File: src/spi_master_frame_transmitter_assert.svh
// assertion macros for the spi master frame transmitter
`ifndef SPI_MASTER_FRAME_TRANSMITTER_ASSERT_SVH
`define SPI_MASTER_FRAME_TRANSMITTER_ASSERT_SVH

// same-cycle implication, checked out of reset
`define SMFT_ASSERT_SAME(lbl, ante, cons, msg) \
    lbl: assert property (@(posedge aclk) disable iff (!aresetn) (ante) |-> (cons)) \
        else $error(msg);

// next-cycle implication, checked out of reset
`define SMFT_ASSERT_NEXT(lbl, ante, cons, msg) \
    lbl: assert property (@(posedge aclk) disable iff (!aresetn) (ante) |=> (cons)) \
        else $error(msg);

`endif

File: src/spimft_pkg.sv
// shared constants and types for the spi master frame transmitter
package spimft_pkg;

    // configuration register index, taken from paddr[3:2]
    localparam logic [1:0] REG_SPI_MODE     = 2'd0;
    localparam logic [1:0] REG_FRAME_LEN    = 2'd1;
    localparam logic [1:0] REG_HALF_PERIOD  = 2'd2;
    localparam logic [1:0] REG_SELECT_LEVEL = 2'd3;

    // register reset values
    localparam logic [1:0] SPI_MODE_RST     = 2'd0;
    localparam logic [4:0] FRAME_LEN_RST    = 5'd8;
    localparam logic [7:0] HALF_PERIOD_RST  = 8'd1;
    localparam logic       SELECT_LEVEL_RST = 1'b0;

    // request codes
    localparam logic REQ_TICK  = 1'b0;
    localparam logic REQ_START = 1'b1;

    // one result word
    typedef struct packed {
        logic sclk_level;
        logic mosi_level;
        logic select_level;
        logic busy_res;
        logic rejected;
    } result_t;

endpackage

File: src/spi_master_frame_transmitter.sv
// transmit-only spi master that steps one request word per cycle unless the result channel stalls
//
// Usage: the s_ channel carries request words, either a tick (advance the
// serial timing by one tick) or a start (load a frame built from
// (prefix_word << frame_len) + payload_word and begin shifting it out msb
// first). Every accepted word yields exactly one result word on the m_
// channel with the pin levels after that word, the busy flag and a flag
// for a start that was dropped because a frame was still in progress.
// The result of a word accepted at an edge is valid right after it. One word
// is taken per cycle while the result channel is not stalled; the next state
// and pin levels come from a few flags, a shift/add and the tick counter
// between the state registers and the result register.
// If the receiver stalls, the result register holds its word and s_ready
// drops until it is taken; s_ready stays high while the result is consumed.
// Reset (aresetn low at a clock edge) clears the frame state, sets the pins
// to clock low, data low, select high, and loads the register defaults.
// The apb port configures mode, frame length, half period and select level;
// write it only while no request is in flight.
`include "spi_master_frame_transmitter_assert.svh"

module spi_master_frame_transmitter #(
    parameter int FRAME_WIDTH = 32
) (
    input  logic        aclk,
    input  logic        aresetn,
    // apb configuration port
    input  logic        psel,
    input  logic        penable,
    input  logic        pwrite,
    input  logic [3:0]  paddr,
    input  logic [31:0] pwdata,
    output logic [31:0] prdata,
    output logic        pready,
    // request channel
    input  logic        s_valid,
    output logic        s_ready,
    input  logic        s_req_type,
    input  logic [31:0] s_prefix_word,
    input  logic [31:0] s_payload_word,
    // result channel
    output logic        m_valid,
    input  logic        m_ready,
    output logic        m_sclk_level,
    output logic        m_mosi_level,
    output logic        m_select_level,
    output logic        m_busy_res,
    output logic        m_rejected
);

    // configuration registers
    logic [1:0] spi_mode_reg;
    logic [4:0] frame_len_reg;
    logic [7:0] half_period_reg;
    logic       select_active_reg;

    // frame state
    logic [FRAME_WIDTH-1:0] frame_reg, frame_next;
    logic [4:0] bit_index_reg, bit_index_next;
    logic       second_half_reg, second_half_next;
    logic [7:0] tick_count_reg, tick_count_next;
    logic       active_reg, active_next;
    logic       clock_pin_reg, clock_pin_next;
    logic       data_pin_reg, data_pin_next;
    logic       select_pin_reg, select_pin_next;
    logic       rejected_next;

    // result register
    logic                 m_valid_reg;
    spimft_pkg::result_t  result_reg;

    // helpers
    logic        cpol, cpha;
    logic [7:0]  half_period;
    logic [7:0]  tick_inc;
    logic [31:0] frame_sum;
    logic [31:0] frame_ext;
    logic        in_accept;
    logic        cfg_write;

    assign cpol        = spi_mode_reg[1];
    assign cpha        = spi_mode_reg[0];
    assign half_period = (half_period_reg == 8'd0) ? 8'd1 : half_period_reg;
    assign tick_inc    = tick_count_reg + 8'd1;
    assign frame_sum   = (s_prefix_word << frame_len_reg) + s_payload_word;

    assign s_ready   = !m_valid_reg || m_ready;
    assign in_accept = s_valid && s_ready;
    assign cfg_write = psel && penable && pwrite && pready;
    assign pready    = 1'b1;

    // apb read mux
    always_comb begin
        prdata = 32'd0;
        unique case (paddr[3:2])
            spimft_pkg::REG_SPI_MODE:     prdata = 32'(spi_mode_reg);
            spimft_pkg::REG_FRAME_LEN:    prdata = 32'(frame_len_reg);
            spimft_pkg::REG_HALF_PERIOD:  prdata = 32'(half_period_reg);
            spimft_pkg::REG_SELECT_LEVEL: prdata = 32'(select_active_reg);
            default:                      prdata = 32'd0;
        endcase
    end

    // configuration register writes
    always_ff @(posedge aclk) begin
        if (!aresetn) begin
            spi_mode_reg      <= spimft_pkg::SPI_MODE_RST;
            frame_len_reg     <= spimft_pkg::FRAME_LEN_RST;
            half_period_reg   <= spimft_pkg::HALF_PERIOD_RST;
            select_active_reg <= spimft_pkg::SELECT_LEVEL_RST;
        end else if (cfg_write) begin
            unique case (paddr[3:2])
                spimft_pkg::REG_SPI_MODE:     spi_mode_reg      <= pwdata[1:0];
                spimft_pkg::REG_FRAME_LEN:    frame_len_reg     <= pwdata[4:0];
                spimft_pkg::REG_HALF_PERIOD:  half_period_reg   <= pwdata[7:0];
                spimft_pkg::REG_SELECT_LEVEL: select_active_reg <= pwdata[0];
                default: ;
            endcase
        end
    end

    // next frame state for one request word
    always_comb begin
        frame_next       = frame_reg;
        bit_index_next   = bit_index_reg;
        second_half_next = second_half_reg;
        tick_count_next  = tick_count_reg;
        active_next      = active_reg;
        clock_pin_next   = clock_pin_reg;
        data_pin_next    = data_pin_reg;
        select_pin_next  = select_pin_reg;
        rejected_next    = 1'b0;

        if (s_req_type == spimft_pkg::REQ_START) begin
            if (active_reg) begin
                rejected_next = 1'b1;
            end else begin
                // load frame, clock to idle (to the active level when cpha is set), select active, enter top bit
                frame_next       = frame_sum[FRAME_WIDTH-1:0];
                select_pin_next  = select_active_reg;
                bit_index_next   = frame_len_reg;
                active_next      = 1'b1;
                second_half_next = 1'b0;
                tick_count_next  = 8'd0;
                clock_pin_next   = cpha ? !cpol : cpol;
            end
        end else if (active_reg) begin
            if (tick_inc < half_period) begin
                tick_count_next = tick_inc;
            end else begin
                tick_count_next = 8'd0;
                if (!second_half_reg) begin
                    // end of first half
                    clock_pin_next   = cpha ? cpol : !cpol;
                    second_half_next = 1'b1;
                end else begin
                    // end of second half
                    if (!cpha) begin
                        clock_pin_next = cpol;
                    end
                    if (bit_index_reg == 5'd0) begin
                        active_next      = 1'b0;
                        second_half_next = 1'b0;
                    end else begin
                        bit_index_next   = bit_index_reg - 5'd1;
                        second_half_next = 1'b0;
                        if (cpha) begin
                            clock_pin_next = !cpol;
                        end
                    end
                end
            end
        end

        // data pin takes the current bit whenever a bit is entered
        frame_ext = 32'(frame_next);
        if ((s_req_type == spimft_pkg::REQ_START && !active_reg) ||
            (s_req_type == spimft_pkg::REQ_TICK && active_reg && active_next &&
             bit_index_next != bit_index_reg)) begin
            data_pin_next = frame_ext[bit_index_next];
        end
    end

    // frame state registers
    always_ff @(posedge aclk) begin
        if (!aresetn) begin
            bit_index_reg   <= 5'd0;
            second_half_reg <= 1'b0;
            tick_count_reg  <= 8'd0;
            active_reg      <= 1'b0;
            clock_pin_reg   <= 1'b0;
            data_pin_reg    <= 1'b0;
            select_pin_reg  <= 1'b1;
            frame_reg       <= '0;
        end else if (in_accept) begin
            frame_reg       <= frame_next;
            bit_index_reg   <= bit_index_next;
            second_half_reg <= second_half_next;
            tick_count_reg  <= tick_count_next;
            active_reg      <= active_next;
            clock_pin_reg   <= clock_pin_next;
            data_pin_reg    <= data_pin_next;
            select_pin_reg  <= select_pin_next;
        end
    end

    // result register
    always_ff @(posedge aclk) begin
        if (!aresetn) begin
            m_valid_reg <= 1'b0;
        end else if (in_accept) begin
            m_valid_reg <= 1'b1;
        end else if (m_ready) begin
            m_valid_reg <= 1'b0;
        end
    end

    always_ff @(posedge aclk) begin
        if (in_accept) begin
            result_reg.sclk_level   <= clock_pin_next;
            result_reg.mosi_level   <= data_pin_next;
            result_reg.select_level <= select_pin_next;
            result_reg.busy_res     <= active_next;
            result_reg.rejected     <= rejected_next;
        end
    end

    assign m_valid        = m_valid_reg;
    assign m_sclk_level   = result_reg.sclk_level;
    assign m_mosi_level   = result_reg.mosi_level;
    assign m_select_level = result_reg.select_level;
    assign m_busy_res     = result_reg.busy_res;
    assign m_rejected     = result_reg.rejected;

    // checks
    `SMFT_ASSERT_NEXT(a_accept_gives_result, s_valid && s_ready, m_valid,
        "accepted word produced no result")
    `SMFT_ASSERT_SAME(a_reject_only_busy, m_valid && m_rejected, m_busy_res,
        "rejected start reported while idle")
    `SMFT_ASSERT_SAME(a_idle_timing_clear, !active_reg,
        !second_half_reg && tick_count_reg == 8'd0,
        "bit timing left dirty while idle")

endmodule
File: config.mk
export PLATFORM = sky130hd
export DESIGN_NAME = spi_master_frame_transmitter
export DESIGN_NICKNAME = d
export VERILOG_FILES = /design/src/spimft_pkg.sv /design/src/spi_master_frame_transmitter.sv
export VERILOG_INCLUDE_DIRS = /design/src /design/src/src
export SDC_FILE = /design/constraint.sdc
export NUM_CORES = 1
export LEC_CHECK = 0
export BUFFER_PORTS_ARGS = -buffer_cell sky130_fd_sc_hd__buf_2
export CORE_MARGIN = 5
export CORE_UTILIZATION = 30
export CTS_BUF_LIST = sky130_fd_sc_hd__clkbuf_8
export CTS_CLUSTER_SIZE = 28
export DETAILED_ROUTE_END_ITERATION = 8
export PLACE_DENSITY = 0.6
export SLEW_MARGIN = 20
export SYNTH_ARGS = -nofsm -noshare
export SYNTH_HDL_FRONTEND = slang
export SYNTH_SLANG_ARGS = --single-unit
File: constraint.sdc
create_clock -name aclk -period 6.7 [get_ports aclk]
set_input_delay 0.67 -clock aclk [delete_from_list [all_inputs] [get_ports aclk]]
set_output_delay 0.67 -clock aclk [all_outputs]
set_load 0.02 [all_outputs]
==> reports/results.ini <==
[sta]
hold_violations=0
worst_pin_slew_ps=960
min_period_ps=5620
setup_viol=0
finalCritPeriodShare=0.838
rsz0062_at_grt=no
fmax_mhz=178
final_max_slew_viol_count=0
slew_headroom=0.359
fin_setup_tns_ps=0
skew_ps=8.20

[grt]
grt_overflow_total=0
grt_use_total=0.167
antenna_found_initial=0
grt_pass1_vias=7501
grt_pass1_wl_mm=41.9
grt_max_degree=60

[power]
pwr_density_cell_mw_per_mm2=154
irDropWorstVdd_uv=81.1
p_leak_nw=3.50

[setup_path]
reg2regPathDepth=17
cp.arrival_ps=5720
start_kind=flip-flop
crit_buf_inv=1
slowest_stage=dfxtp_2
crit_family=compound AO/OA/AOI/OAI gates
cp.required_ps=6800
crit_cells=17
regToRegEndpoint=m_mosi_level
crit_fanout=17
rrSetupSlack_ps=1080
path_common_cell=o21ai_0
path_class=flip-flop to flip-flop
slowest_delay_ps=590
crit_chain=buf_4 > mux4_2 > nand2_1 > o21ai_0 > o21ai_0 > nor2_1 > ha_1 > a21oi_1 > o21ai_0 > a22oi_1 > a211oi_1 > a211oi_1 > o21ai_0 > a211oi_1 > o32ai_2 > a211oi_2 > o31ai_1
reg2reg_from=frame_len_reg[0]
end_kind=flip-flop

[hold_path]
min_from=frame_reg[25]
hp-class=flip-flop to flip-flop
holdPathEnd=frame_reg[25]
min_path_cells=2

[finish]
drive_gt1_frac=0.161
area_growth_pct=9.90
final_cell_count_no_fill=1478
multi_input_area_mm2=0.00609
regArea_mm2=0.00149
fill_cells=2892
finalNetCount=1284
largest_reg_flops=32

[clocking]
hold_buffers=0
clock-root-buffer=clkbuf_8
cts_tree=built
cts.path.max_buffers=2
path_clk_slew_ps=80
clock-sinks=72
ctsHtreeMaxLevel=3
post_cts_resized=0
clock_latency_ps=360
cts_made_buffers=9
post-cts-setup-buffers=0

[placed_design]
finalWeightedCongestion=0.888
hpwlAfterDp_mm=20.3
portBuffers=96
dp_cells=1462

[die]
io_pins=148
die_y_um=174
core_area_mm2=0.0267
num_rows=60
dieArea_mm2=0.0303
start_util=0.303
die_w_um=174

[yosys]
ys_seq_area_frac=0.184
synth.distinct_cells=88
yosysTopAreaCell=dfxtp_1
syn_avg_cell_area_um2=7.44
synthTopCellsByArea=dfxtp_1, mux2i_1, nand2_1
netlist_area_mm2=0.00809
ys.warnings.count=0
synth_cells=1087
ys_ff_latch=72
netlist.area_leader.share=0.166
async_reset_ff_frac=0
synth_edf_count=5
synth-main-ff-cell=dfxtp_1

[drt]
vias_per_cell=5.52
dr.pass1.iters=5
drc=0
totalWireLength_mm=26.1
final_antenna_net_count=0
wl_per_cell_um=17.6
dr_total_vias=8153
drt_iter0_drc=586

[run_status]
status=finished clean

[job]
drv_cap=0

-- area by class of cell --
cell class / count / area share
Tap cell: 341 / 0.0480
Multi-Input combinational cell: 911 / 0.686
Clock buffer: 9 / 0.0139
Clock inverter: 6 / 0.00676
Antenna cell: 1 / 0.000282
Sequential cell: 72 / 0.168
Inverter: 29 / 0.0124
Timing Repair Buffer: 109 / 0.0650
-- layer usage --
layer	GRT usage	up-vias	share of wire	wire, um
met2	0.261	248	0.45	11600
met3	0.0226	22	0.050	1320
met4	0.0231	0	0.011	291
li1	-	4027	-	-
met5	0	-	0	0
met1	0.250	3856	0.49	12800
-- worst max-delay path by stage --
stage                                 from            to  slack, ps
after floorplan           frame_len_reg[1]  m_mosi_level       1510
after global placement    frame_len_reg[0]  m_mosi_level       1150
after detailed placement  frame_len_reg[0]  m_mosi_level       1170
after CTS                 frame_len_reg[0]  m_mosi_level       1140
after global routing      frame_len_reg[0]  m_mosi_level        700
final                     frame_len_reg[0]  m_mosi_level       1080
-- kinds of logic (layout without fill, tap and decap cells) --
group | after synthesis | after routing | share of synthesized area
simple gates | 398 | 398 | 0.232
compound gates | 311 | 311 | 0.255
buf+inv | 127 | 153 | 0.0736
mux | 94 | 94 | 0.143
flops | 72 | 72 | 0.184
fa+ha+maj | 44 | 44 | 0.0690
xor+xnor | 39 | 39 | 0.0422
other cells | 2 | 26 | 0.000929
-- per-stage QoR --
stage | cell area [um^2] | utilization | hold WS [ps] | worst slack, ps | power [mW]
6_report | 8890 | 0.333 | 452 | 1080 | 1.37
5_1_grt | 8890 | 0.332 | 479 | 702 | 1.46
4_1_cts | 8880 | 0.332 | 454 | 1140 | 1.38
3_5_place_dp | 8700 | 0.325 | 442 | 1170 | 1.03
3_3_place_gp | 8700 | 0.325 | 438 | 1150 | 1.03
2_1_floorplan | 8170 | - | 432 | 1510 | 0.889
-- synth_stat cells, drive strengths merged (5+ instances only) --
cell type / n
dfxtp: 67
nand2: 150
a21oi: 102
nor4: 8
and3: 7
a211oi: 33
nand3: 25
nor3: 21
xnor2: 29
mux4: 16
buf: 50
nand2b: 7
mux2: 12
o31ai: 9
o22ai: 7
a221oi: 6
o21ai: 54
clkbuf: 48
o211ai: 18
nor2: 113
edfxtp: 5
or3: 7
a31oi: 9
nand4: 11
a22oi: 7
xor2: 10
nor2b: 12
inv: 27
mux2i: 66
ha: 43
nor3b: 5
a21o: 19
and2: 11
-- cell usage in the layout (no fill, tap or decap), types with 5 or more instances in the layout --
cell type  count
nor3b_1        5
xnor2_1       29
nand3_1       25
nand2b_1       7
a31oi_1        8
clkbuf_8       9
nor3_1        20
edfxtp_1       5
a211oi_1      31
and2_1        11
o31ai_1        9
conb_1        25
or3_1          6
nor2b_1       11
buf_2         96
mux4_2        16
mux2_2        12
nor4_1         5
and3_1         7
o22ai_1        7
nand2_1      150
a21oi_1       99
a22oi_1        7
buf_4         13
mux2i_1       66
dfxtp_1       65
a21o_1        18
ha_1          43
xor2_1        10
o211ai_1      18
nand4_1       11
nor2_1       113
o21ai_0       52
inv_1         25
-- power by group --
group          total, mW  switching, mW  internal, mW
Combinational      0.553          0.348         0.205
Sequential         0.478         0.0207         0.457
Clock              0.339          0.170         0.169
-- worst reg2reg max path, stage by stage, from the launching register on --
cell and delay (ps):
dfxtp_2 590, buf_4 270, mux4_2 560, nand2_1 90, o21ai_0 130, o21ai_0 310
nor2_1 160, ha_1 430, a21oi_1 350, o21ai_0 180, a22oi_1 520, a211oi_1 180
a211oi_1 470, o21ai_0 220, a211oi_1 310, o32ai_2 140, a211oi_2 340, o31ai_1 120
Note: power is estimated with default switching activity, not from simulation.
